File: src/aps_pkg.sv
// Shared types and constants for the archive path sanitizer.
`default_nettype none
package aps_pkg;

	// Characters of interest
	localparam logic [7:0] CH_NUL    = 8'h00;
	localparam logic [7:0] CH_SLASH  = 8'h2f;
	localparam logic [7:0] CH_BSLASH = 8'h5c;
	localparam logic [7:0] CH_COLON  = 8'h3a;
	localparam logic [7:0] CH_DOT    = 8'h2e;

	// Closing status / latched error codes
	localparam logic [1:0] ST_OK     = 2'd0;
	localparam logic [1:0] ST_FAIL   = 2'd1;
	localparam logic [1:0] ST_UNSAFE = 2'd2;

	localparam int CAP_W = 13;
	localparam logic [CAP_W-1:0] CAP_RESET = 13'd1024;

	// Descriptor queue depth between front and back
	localparam int QUEUE_DEPTH = 4;

	// One descriptor: 1..4 words, last one is the closing word when done is set
	typedef struct packed {
		logic [2:0]      cnt;
		logic            done;
		logic [1:0]      status;
		logic [3:0][7:0] bytes;
	} desc_t;

endpackage
`default_nettype wire

File: src/archive_path_sanitizer.sv
// Top level of the archive path sanitizer.
// Each result word is written into the descriptor queue and read from there to the result ports.
// Throughput: one path byte per cycle unless full; one result word per pop, so
// a byte causing up to four words holds input once the descriptor queue fills.
// Reset: arst_n clears path state, queue and capacity (1024) at once.
`default_nettype none
module archive_path_sanitizer #(
	parameter int QUEUE_DEPTH = aps_pkg::QUEUE_DEPTH
) (
	input  wire logic                      clk,
	input  wire logic                      arst_n,
	input  wire logic                      push,
	output logic                           full,
	input  wire logic [7:0]                path_byte,
	output logic                           empty,
	input  wire logic                      pop,
	output logic [7:0]                     out_byte,
	output logic                           byte_valid,
	output logic                           path_done,
	output logic [1:0]                     status,
	output logic                           run_last,
	input  wire logic                      cfg_valid,
	output logic                           cfg_ready,
	input  wire logic [aps_pkg::CAP_W-1:0] cfg_data
);

	aps_pkg::desc_t desc, head;
	logic           desc_valid, head_rd, in_accept;

	assign cfg_ready = 1'b1;
	assign in_accept = push && !full;

	aps_front u_front (
		.clk        (clk),
		.arst_n     (arst_n),
		.in_accept  (in_accept),
		.path_byte  (path_byte),
		.cfg_we     (cfg_valid && cfg_ready),
		.cfg_data   (cfg_data),
		.desc_valid (desc_valid),
		.desc       (desc)
	);

	aps_queue #(
		.DEPTH (QUEUE_DEPTH)
	) u_queue (
		.clk     (clk),
		.arst_n  (arst_n),
		.wr_en   (desc_valid),
		.wr_data (desc),
		.full    (full),
		.rd_en   (head_rd),
		.rd_data (head),
		.empty   (empty)
	);

	aps_back u_back (
		.clk        (clk),
		.arst_n     (arst_n),
		.head       (head),
		.head_empty (empty),
		.head_rd    (head_rd),
		.pop        (pop),
		.out_byte   (out_byte),
		.byte_valid (byte_valid),
		.path_done  (path_done),
		.status     (status),
		.run_last   (run_last)
	);

endmodule
`default_nettype wire

File: src/aps_front.sv
// Front end: parses path bytes, tracks path state, builds output descriptors.
`default_nettype none
module aps_front (
	input  wire logic                     clk,
	input  wire logic                     arst_n,
	input  wire logic                     in_accept,
	input  wire logic [7:0]               path_byte,
	input  wire logic                     cfg_we,
	input  wire logic [aps_pkg::CAP_W-1:0] cfg_data,
	output logic                          desc_valid,
	output aps_pkg::desc_t                desc
);

	logic                      at_start_q;
	logic [1:0]                len_q;
	logic [7:0]                held_q [2];
	logic [aps_pkg::CAP_W-1:0] emit_q;
	logic                      colon_q;
	logic [1:0]                err_q;
	logic [aps_pkg::CAP_W-1:0] cap_q;

	logic                      at_start_n;
	logic [1:0]                len_n;
	logic [7:0]                held0_n, held1_n;
	logic [aps_pkg::CAP_W-1:0] emit_n;
	logic                      colon_n;
	logic [1:0]                err_n;

	logic is_zero, is_sep;
	logic cl_dotdot, cl_snd;
	logic [1:0] cl_k;
	logic snd, first, blocked, sep_b, over, ok_send;
	logic [1:0] k;
	logic [2:0] total, n;
	logic [7:0] c0, c1, c2;
	logic [aps_pkg::CAP_W:0] sum;

	assign is_zero = (path_byte == aps_pkg::CH_NUL);
	assign is_sep  = (path_byte == aps_pkg::CH_SLASH) || (path_byte == aps_pkg::CH_BSLASH);

	// component close: '.' dropped, '..' unsafe, else flushed
	assign cl_dotdot = (len_q == 2'd2) && (held_q[0] == aps_pkg::CH_DOT)
		&& (held_q[1] == aps_pkg::CH_DOT);
	assign cl_snd = ((len_q == 2'd1) && (held_q[0] != aps_pkg::CH_DOT))
		|| ((len_q == 2'd2) && !cl_dotdot);
	assign cl_k = (len_q == 2'd1) ? 2'd1 : 2'd2;

	// next state and descriptor for the current byte
	always_comb begin
		at_start_n = at_start_q;
		len_n      = len_q;
		held0_n    = held_q[0];
		held1_n    = held_q[1];
		colon_n    = colon_q;
		err_n      = err_q;
		snd        = 1'b0;
		first      = 1'b1;
		k          = 2'd0;
		c0         = held_q[0];
		c1         = held_q[1];
		c2         = path_byte;

		priority if (is_zero) begin
			if (!at_start_q) begin
				snd = cl_snd;
				k   = cl_k;
				if (cl_dotdot && err_n == aps_pkg::ST_OK)
					err_n = aps_pkg::ST_UNSAFE;
			end
		end else if (is_sep) begin
			if (at_start_q && err_n == aps_pkg::ST_OK)
				err_n = aps_pkg::ST_UNSAFE;
			at_start_n = 1'b0;
			snd        = cl_snd;
			k          = cl_k;
			if (cl_dotdot && err_n == aps_pkg::ST_OK)
				err_n = aps_pkg::ST_UNSAFE;
			len_n = 2'd0;
		end else begin
			at_start_n = 1'b0;
			if (path_byte == aps_pkg::CH_COLON)
				colon_n = 1'b1;
			priority if (len_q == 2'd0) begin
				held0_n = path_byte;
				len_n   = 2'd1;
			end else if (len_q == 2'd1) begin
				held1_n = path_byte;
				len_n   = 2'd2;
			end else if (len_q == 2'd2) begin
				snd   = 1'b1;
				k     = 2'd3;
				len_n = 2'd3;
			end else begin
				snd   = 1'b1;
				k     = 2'd1;
				first = 1'b0;
				c0    = path_byte;
			end
		end

		// capacity check and chunk send
		blocked = colon_n || (err_n != aps_pkg::ST_OK);
		sep_b   = first && (emit_q != '0);
		total   = {1'b0, k} + {2'b0, sep_b};
		sum     = {1'b0, emit_q} + {{(aps_pkg::CAP_W-2){1'b0}}, total};
		over    = (sum >= {1'b0, cap_q});
		ok_send = 1'b0;
		emit_n  = emit_q;
		if (snd && !blocked) begin
			if (over)
				err_n = aps_pkg::ST_FAIL;
			else begin
				ok_send = 1'b1;
				emit_n  = sum[aps_pkg::CAP_W-1:0];
			end
		end
		n = ok_send ? total : 3'd0;

		desc.bytes  = '0;
		desc.done   = is_zero;
		desc.status = aps_pkg::ST_OK;
		if (sep_b) begin
			desc.bytes[0] = aps_pkg::CH_SLASH;
			desc.bytes[1] = c0;
			desc.bytes[2] = c1;
			desc.bytes[3] = c2;
		end else begin
			desc.bytes[0] = c0;
			desc.bytes[1] = c1;
			desc.bytes[2] = c2;
		end

		// closing word sits after the chunk
		if (is_zero) begin
			desc.cnt = n + 3'd1;
			priority if (at_start_q)
				desc.status = aps_pkg::ST_FAIL;
			else if (colon_n)
				desc.status = aps_pkg::ST_UNSAFE;
			else if (err_n != aps_pkg::ST_OK)
				desc.status = err_n;
			else if (emit_n == '0)
				desc.status = aps_pkg::ST_FAIL;
			else
				desc.status = aps_pkg::ST_OK;
		end else begin
			desc.cnt = n;
		end
	end

	assign desc_valid = in_accept && (desc.cnt != 3'd0);

	// path state
	always_ff @(posedge clk or negedge arst_n) begin
		if (!arst_n) begin
			at_start_q <= 1'b1;
			len_q      <= 2'd0;
			emit_q     <= '0;
			colon_q    <= 1'b0;
			err_q      <= aps_pkg::ST_OK;
		end else if (in_accept) begin
			if (is_zero) begin
				at_start_q <= 1'b1;
				len_q      <= 2'd0;
				emit_q     <= '0;
				colon_q    <= 1'b0;
				err_q      <= aps_pkg::ST_OK;
			end else begin
				at_start_q <= at_start_n;
				len_q      <= len_n;
				emit_q     <= emit_n;
				colon_q    <= colon_n;
				err_q      <= err_n;
			end
		end
	end

	// held component bytes, no reset needed
	always_ff @(posedge clk) begin
		if (in_accept) begin
			held_q[0] <= held0_n;
			held_q[1] <= held1_n;
		end
	end

	// capacity register
	always_ff @(posedge clk or negedge arst_n) begin
		if (!arst_n)
			cap_q <= aps_pkg::CAP_RESET;
		else if (cfg_we)
			cap_q <= cfg_data;
	end

endmodule
`default_nettype wire

File: src/aps_queue.sv
// Small descriptor queue between the front and back ends.
`default_nettype none
module aps_queue #(
	parameter int DEPTH = aps_pkg::QUEUE_DEPTH
) (
	input  wire logic           clk,
	input  wire logic           arst_n,
	input  wire logic           wr_en,
	input  aps_pkg::desc_t      wr_data,
	output logic                full,
	input  wire logic           rd_en,
	output aps_pkg::desc_t      rd_data,
	output logic                empty
);

	localparam int AW = (DEPTH > 1) ? $clog2(DEPTH) : 1;
	localparam int CW = $clog2(DEPTH + 1);
	localparam logic [AW-1:0] LAST = AW'(DEPTH - 1);
	localparam logic [CW-1:0] FULL_CNT = CW'(DEPTH);

	aps_pkg::desc_t mem_q [DEPTH];
	logic [AW-1:0]  wr_ptr_q, rd_ptr_q;
	logic [CW-1:0]  cnt_q;
	logic           do_wr, do_rd;

	assign full    = (cnt_q == FULL_CNT);
	assign empty   = (cnt_q == '0);
	assign do_wr   = wr_en && !full;
	assign do_rd   = rd_en && !empty;
	assign rd_data = mem_q[rd_ptr_q];

	// storage
	always_ff @(posedge clk) begin
		if (do_wr)
			mem_q[wr_ptr_q] <= wr_data;
	end

	// pointers and fill count
	always_ff @(posedge clk or negedge arst_n) begin
		if (!arst_n) begin
			wr_ptr_q <= '0;
			rd_ptr_q <= '0;
			cnt_q    <= '0;
		end else begin
			if (do_wr)
				wr_ptr_q <= (wr_ptr_q == LAST) ? '0 : wr_ptr_q + AW'(1);
			if (do_rd)
				rd_ptr_q <= (rd_ptr_q == LAST) ? '0 : rd_ptr_q + AW'(1);
			if (do_wr && !do_rd)
				cnt_q <= cnt_q + CW'(1);
			else if (do_rd && !do_wr)
				cnt_q <= cnt_q - CW'(1);
		end
	end

endmodule
`default_nettype wire

File: src/aps_back.sv
// Back end: walks the head descriptor one word per pop.
`default_nettype none
module aps_back (
	input  wire logic      clk,
	input  wire logic      arst_n,
	input  aps_pkg::desc_t head,
	input  wire logic      head_empty,
	output logic           head_rd,
	input  wire logic      pop,
	output logic [7:0]     out_byte,
	output logic           byte_valid,
	output logic           path_done,
	output logic [1:0]     status,
	output logic           run_last
);

	logic [1:0] idx_q;
	logic       last, is_close;

	assign last     = ({1'b0, idx_q} + 3'd1) == head.cnt;
	assign is_close = head.done && last;

	// current word
	assign out_byte   = is_close ? aps_pkg::CH_NUL : head.bytes[idx_q];
	assign byte_valid = !is_close;
	assign path_done  = is_close;
	assign status     = is_close ? head.status : aps_pkg::ST_OK;
	assign run_last   = last;

	assign head_rd = pop && !head_empty && last;

	// word index within the head descriptor
	always_ff @(posedge clk or negedge arst_n) begin
		if (!arst_n)
			idx_q <= 2'd0;
		else if (pop && !head_empty)
			idx_q <= last ? 2'd0 : idx_q + 2'd1;
	end

endmodule
`default_nettype wire
File: config.mk
export PLATFORM = sky130hd
export DESIGN_NAME = archive_path_sanitizer
export DESIGN_NICKNAME = d
export VERILOG_FILES = /design/src/aps_pkg.sv /design/src/archive_path_sanitizer.sv /design/src/aps_front.sv /design/src/aps_queue.sv /design/src/aps_back.sv
export SDC_FILE = /design/constraint.sdc
export NUM_CORES = 1
export LEC_CHECK = 0
export ABC_AREA = 1
export ABC_CLOCK_PERIOD_IN_PS = 9400
export BUFFER_PORTS_ARGS = -buffer_cell sky130_fd_sc_hd__buf_2
export CORE_MARGIN = 1.5
export CORE_UTILIZATION = 40
export CTS_BUF_LIST = sky130_fd_sc_hd__clkbuf_8
export CTS_CLUSTER_DIAMETER = 40
export DETAILED_ROUTE_END_ITERATION = 6
export GPL_ROUTABILITY_DRIVEN = 0
export PLACE_DENSITY_LB_ADDON = 0.1
export SKIP_LAST_GASP = 1
export SYNTH_ARGS = -nofsm -noshare
export SYNTH_HDL_FRONTEND = slang
export SYNTH_HIERARCHICAL = 1
export SYNTH_SLANG_ARGS = --single-unit
File: constraint.sdc
create_clock -name clk -period 9.4 [get_ports clk]
set_input_delay 0.94 -clock clk [delete_from_list [all_inputs] [get_ports clk]]
set_output_delay 0.94 -clock clk [all_outputs]
set_load 0.02 [all_outputs]
# ---- Word level (Yosys, flattened, before mapping)
# Memory sizes are Yosys's and may differ from the RTL's.
# Index checks and enable logic that the tools add are counted.
dict set report op_classes {
  reduce_logical 41
  magnitude_cmp 2
  muxes 77
  eq_ne 12
  n_addsub 9
}
# cell count
set op_table {}
lappend op_table {{two-way mux 8 bit} 15}
lappend op_table {{two-way mux 2 bit} 31}
lappend op_table {{two-way mux 13 bit} 3}
lappend op_table {{equality test 8 x 6 -> 1 bit, second input constant} 4}
lappend op_table {{two-way mux 24 bit} 1}
lappend op_table {{two-way mux 1 bit} 22}
lappend op_table {{logical AND 1 bit} 18}
lappend op_table {{binary-select mux 8 bit (select 2 bit)} 1}
lappend op_table {{adder 13 x 3 -> 14 bit} 1}
lappend op_table {{greater-or-equal comparator 14 x 13 -> 1 bit} 1}
lappend op_table {{zero test 13 bit} 1}
lappend op_table {{nonzero test 13 bit} 1}
lappend op_table {{two-way mux 3 bit} 4}
lappend op_table {{equality test 8 x 7 -> 1 bit, second input constant} 1}
lappend op_table {{zero test 8 bit} 1}
lappend op_table {{!= test 8 x 6 -> 1 bit, second input constant} 1}
lappend op_table {{zero test 1 bit} 7}
lappend op_table {{adder 2 x 1 -> 2 bit, second input constant} 3}
lappend op_table {{adder 3 x 1 -> 3 bit, second input constant} 2}
lappend op_table {{equality test 2 bit, second input constant} 3}
lappend op_table {{zero test 2 bit} 3}
lappend op_table {{nonzero test 2 bit} 3}
lappend op_table {{nonzero test 5 bit} 1}
lappend op_table {{adder 2 x 1 -> 3 bit} 1}
lappend op_table {{10 further kinds} 12}
dict set report word_totals {
  ff_bits 41
  word_cells 153
  ramBits 168
  in_bits 26
  output_inout_bits 16
  memories 2
}
# memory words word_bits read_ports rd_ports_with_merged_regs write_ports line_no
set memory_table {}
lappend memory_table {u_queue.mem_q 4 38 1 0 1 aps_queue.sv:21} ;# aps_pkg::desc_t mem_q [DEPTH];
lappend memory_table {u_front.held_q 2 8 2 0 2 aps_front.sv:16} ;# logic [7:0] held_q [2];

# ---- Depth between registers and ports, before layout
dict set report depth {
  word_depth 25
  depth_mapped 49
  ltp_nobuf 47
}

# ---- Cells and area by module
# Netlist, hierarchy kept.
# mod cells_per_inst seq_area_each_um2 instances area_each_um2
set modules_own_cells {}
lappend modules_own_cells {aps_queue 504 4739.5 1 6640.1}
lappend modules_own_cells {aps_front 508 1283.7 1 3568.4}
lappend modules_own_cells {aps_back 112 50.0 1 560.5}
lappend modules_own_cells {archive_path_sanitizer 4 0.0 1 21.3}

# ---- Least setup slack after synthesis
# OpenSTA, ideal clock, no wires.
dict set report synth_timing {
  path_kind {input to register}
  startpoint {input port path_byte[5]}
  endpoint {memory u_queue/mem_q[0][0] (netlist bit) (enable)}
  required_ns 8.967
  setup_slack_ns 1.631
  n_path_buf 2
  setup_time_ns 0.433
  arrival_ns 7.336
  path_stages 40
  path_cell_list {nor2_1 > nand2_1 > nor2_8 > inv_4 > nand3_4 > inv_1 > nand2_1 > nand2_1 > inv_1 > clkbuf_1 > ha_1 > ha_1 > ha_1 > nand2_1 > nand2_1 > nand2_1 > nand2_1 > nand2_1 > (+4 left out) > ha_1 > nand2_1 > inv_1 > nand2_1 > a21boi_0 > nor2_1 > nand2_1 > nor2_2 > nand2_4 > buf_6 > nor2_2 > ha_1 > nand2_1 > xor2_1 > nor2_1 > a21oi_1 > nand2_1 > nor2_1}
}
# element line_no
set synth_rtl {}
lappend synth_rtl {{start, declared} archive_path_sanitizer.sv:14} ;# input wire logic [7:0] path_byte,
lappend synth_rtl {{end, declared} aps_queue.sv:21}

==> flow_summary.yaml <==
synth:
  seq_area_frac_synth_pct: 56.28
  synth_top_cell_by_area: "edfxtp_1"
  ys_seq_elements: 209
  syn_area_per_cell_um2: 9.566
  synthTopCellsByArea: "edfxtp_1 (47%), nand2_1 (10%), dfrtp_1 (9.0%)"
  ys.flop_type: "edfxtp_1"
  synth_edf_count: 168
  synth_top_cell_area_share_pct: 46.75
  synthCells: 1128
  synth_area_um2: 10790
  synth_nets: 1186
  synthDistinctLibCells: 46
  async_flop_share_pct: 19.62
  yosysWarnings: 6
timing:
  fin_crit_sh_pct: 82.69
  slew_violations: 0
  setup_viol: 0
  hold_viol: 0
  fmaxAchievable_mhz: 128.7
  setup_ws_ps: 1627
  worst_pin_slew_ps: 1101
  max_slew_margin_pct: 26.34
  fin_worst_skew_ps: 22.77
  post-route-min-period_ps: 7773
  rsz0062_at_grt: "false"
  tns_ps: 0
setup_path:
  cp_data_arrival_time_ps: 7980
  slowest_delay_ps: 760
  crit_fanout: 25
  cp_slowest_cell: "nor2_4"
  startpoint_type: "primary input"
  cp.required_ps: 9610
  end_kind: "register"
  path_common_cell: "nand2_1"
  path_class: "primary input to register"
floorplanning:
  die_w_um: 167.2
  core_area_um2: 26280
  rows: 59
  die_area_um2: 27970
  initial_core_util_pct: 41.06
  die_h_um: 167.2
  pin_count: 42
clocking:
  cts_resized: 0
  clockBufferDepth: 3
  cts_hold_buf: 0
  cts_root_buf: "clkbuf_8"
  cts_setup_buffers: 0
  htree_levels: 2
  cts.clk_slew.worst_paths_ps: 50
  numCtsBuffers: 41
  clock-sinks: 209
  clk_latency_ps: 540
  cts_tree: "built"
route:
  via_per_inst: 4.870
  route.detailed.drc: 0
  dr.pass1.iters: 5
  num_vias: 7504
  post_drt_wl_per_cell_um: 16.41
  drtIter0Drc: 565
  drtAntennaViolNets: 0
  wirelength_mm: 25.29
pwr:
  vdd_ir_drop_max_mv: 0.1142
  p_per_area_nw_per_um2: 303.4
  leakage_nw: 5.390
placed_design:
  dp_slack_ps: 1101
  hpwl_mm: 16.75
  port_buffers: 40
grt:
  grt_max_degree: 81
  overflow: 0
  track_usage_pct: 18.67
  grt_pass1_vias: 7214
  antenna_found_initial: 0
  grt_first_pass_wirelength_mm: 40.63
worst_hold_path:
  hp-class: "register to register"
layout:
  fillers: 2536
  diodes: 0
  layout_commonest_cell: "nand2_1"
  fin_nets: 1238
  layout-drive-gt1-share_pct: 14.34
  utilization_pct: 45.99
  final_cell_mix: "nand2_1 (292), inv_1 (194), edfxtp_1 (168)"
  area_growth_pct: 12.00
job:
  max_cap_viol_count: 0
outcome:
  status: "completed"
per-stage QoR:
| step | total power [W] | std cells | area [µm²] | hold slack [ps] |
|---|---|---|---|---|
| 2_1_floorplan | 0.002339 | 1128 | 10790 | 462.8 |
| 3_3_place_gp | 0.002767 | 1472 | 11250 | 493.6 |
| 3_5_place_dp | 0.002760 | 1472 | 11250 | 503.5 |
| 4_1_cts | 0.003717 | 1541 | 12090 | 513.1 |
| 5_1_grt | 0.003944 | 1541 | 12090 | 531.4 |
| 6_report | 0.003666 | 1541 | 12090 | 503.6 |
area by class of cell:
type / count / area, µm² / share of cell area, %
well taps: 335 / 419.2 / 3.468
flip-flops and latches: 209 / 6077 / 50.28
repair buffers: 54 / 305.3 / 2.526
clock buffers: 42 / 578.1 / 4.783
clock inverters: 27 / 259.0 / 2.143
inverters: 191 / 719.4 / 5.953
multi-input cells: 683 / 3727 / 30.84
metal layers:
layer  global-route usage, %  share of wire, %  up-vias
li1                        -                 -     3805
met1                   28.20                51     3511
met2                   27.23                43      145
met3                   3.333               4.2       43
met4                   5.680               2.0        0
met5                       0                 0        -
worst paths after layout:
path | from | slack (ps) | cells past startpoint | end
setup / recovery | path_byte[5] | 1630 | 41 | u_queue/mem_q[1][25]$_DFFE_PP_
hold / removal | u_front/cap_q[10]$_DFFE_PN1P_ | 500 | 2 | u_front/cap_q[10]$_DFFE_PN1P_
setup reg to reg | u_front/emit_q[1]$_DFFE_PN0P_ | 2040 | 35 | u_queue/mem_q[1][25]$_DFFE_PP_
hold reg to reg | u_front/cap_q[10]$_DFFE_PN1P_ | 500 | 2 | u_front/cap_q[10]$_DFFE_PN1P_
max in group asynchronous | arst_n | 8090 | 1 | u_queue/rd_ptr_q[0]$_DFFE_PN0P_
min in group asynchronous | arst_n | 580 | 1 | u_front/cap_q[8]$_DFFE_PN0P_
cells in the mapped netlist, types with 6 or more instances:
| cell | count |
|---|---|
| buf_2 | 14 |
| nor2_1 | 102 |
| edfxtp_1 | 168 |
| dfrtp_1 | 39 |
| o21ai_0 | 62 |
| nand3_1 | 35 |
| a21oi_1 | 17 |
| buf_4 | 6 |
| nand2_2 | 8 |
| nor2_2 | 7 |
| o211ai_2 | 29 |
| inv_1 | 186 |
| xor2_1 | 8 |
| nand4_1 | 7 |
| nand2_1 | 292 |
| clkbuf_1 | 12 |
| ha_1 | 30 |
| o211ai_1 | 47 |
| buf_6 | 12 |
worst max-delay path: cells and delay by family:
kind	cells	cell delay (ps)
buf+inv	7	1260
fa+ha+maj	5	1270
compound gates	2	320
simple gates	25	3630
xor+xnor	2	570
where the power goes:
| group | total (W) | internal [W] | switching [W] |
|---|---|---|---|
| clock network | 0.000939 | 0.000553 | 0.000385 |
| logic | 0.00145 | 0.000437 | 0.00101 |
| registers | 0.00128 | 0.00118 | 0.0000967 |
| total | 0.00367 | 0.00218 | 0.00149 |
flip-flops by register name (all words and copies together), names as in the netlist, 3 cells and up:
name and count:
u_queue/cnt_q 3, u_front/cap_q 13, u_front/held_q 16, u_queue/mem_q 152
u_front/emit_q 13
logic make-up after synthesis:
family | synth area share [%]
AO/OA/AOI/OAI | 11.32
XOR/XNOR | 0.9625
adder cells (fa/ha/maj) | 3.850
buffers and inverters | 9.450
flip-flops | 56.28
multiplexers | 0.1044
other | 0.03475
AND/OR/NAND/NOR | 18.00
Power figures use the tool's default switching activity.
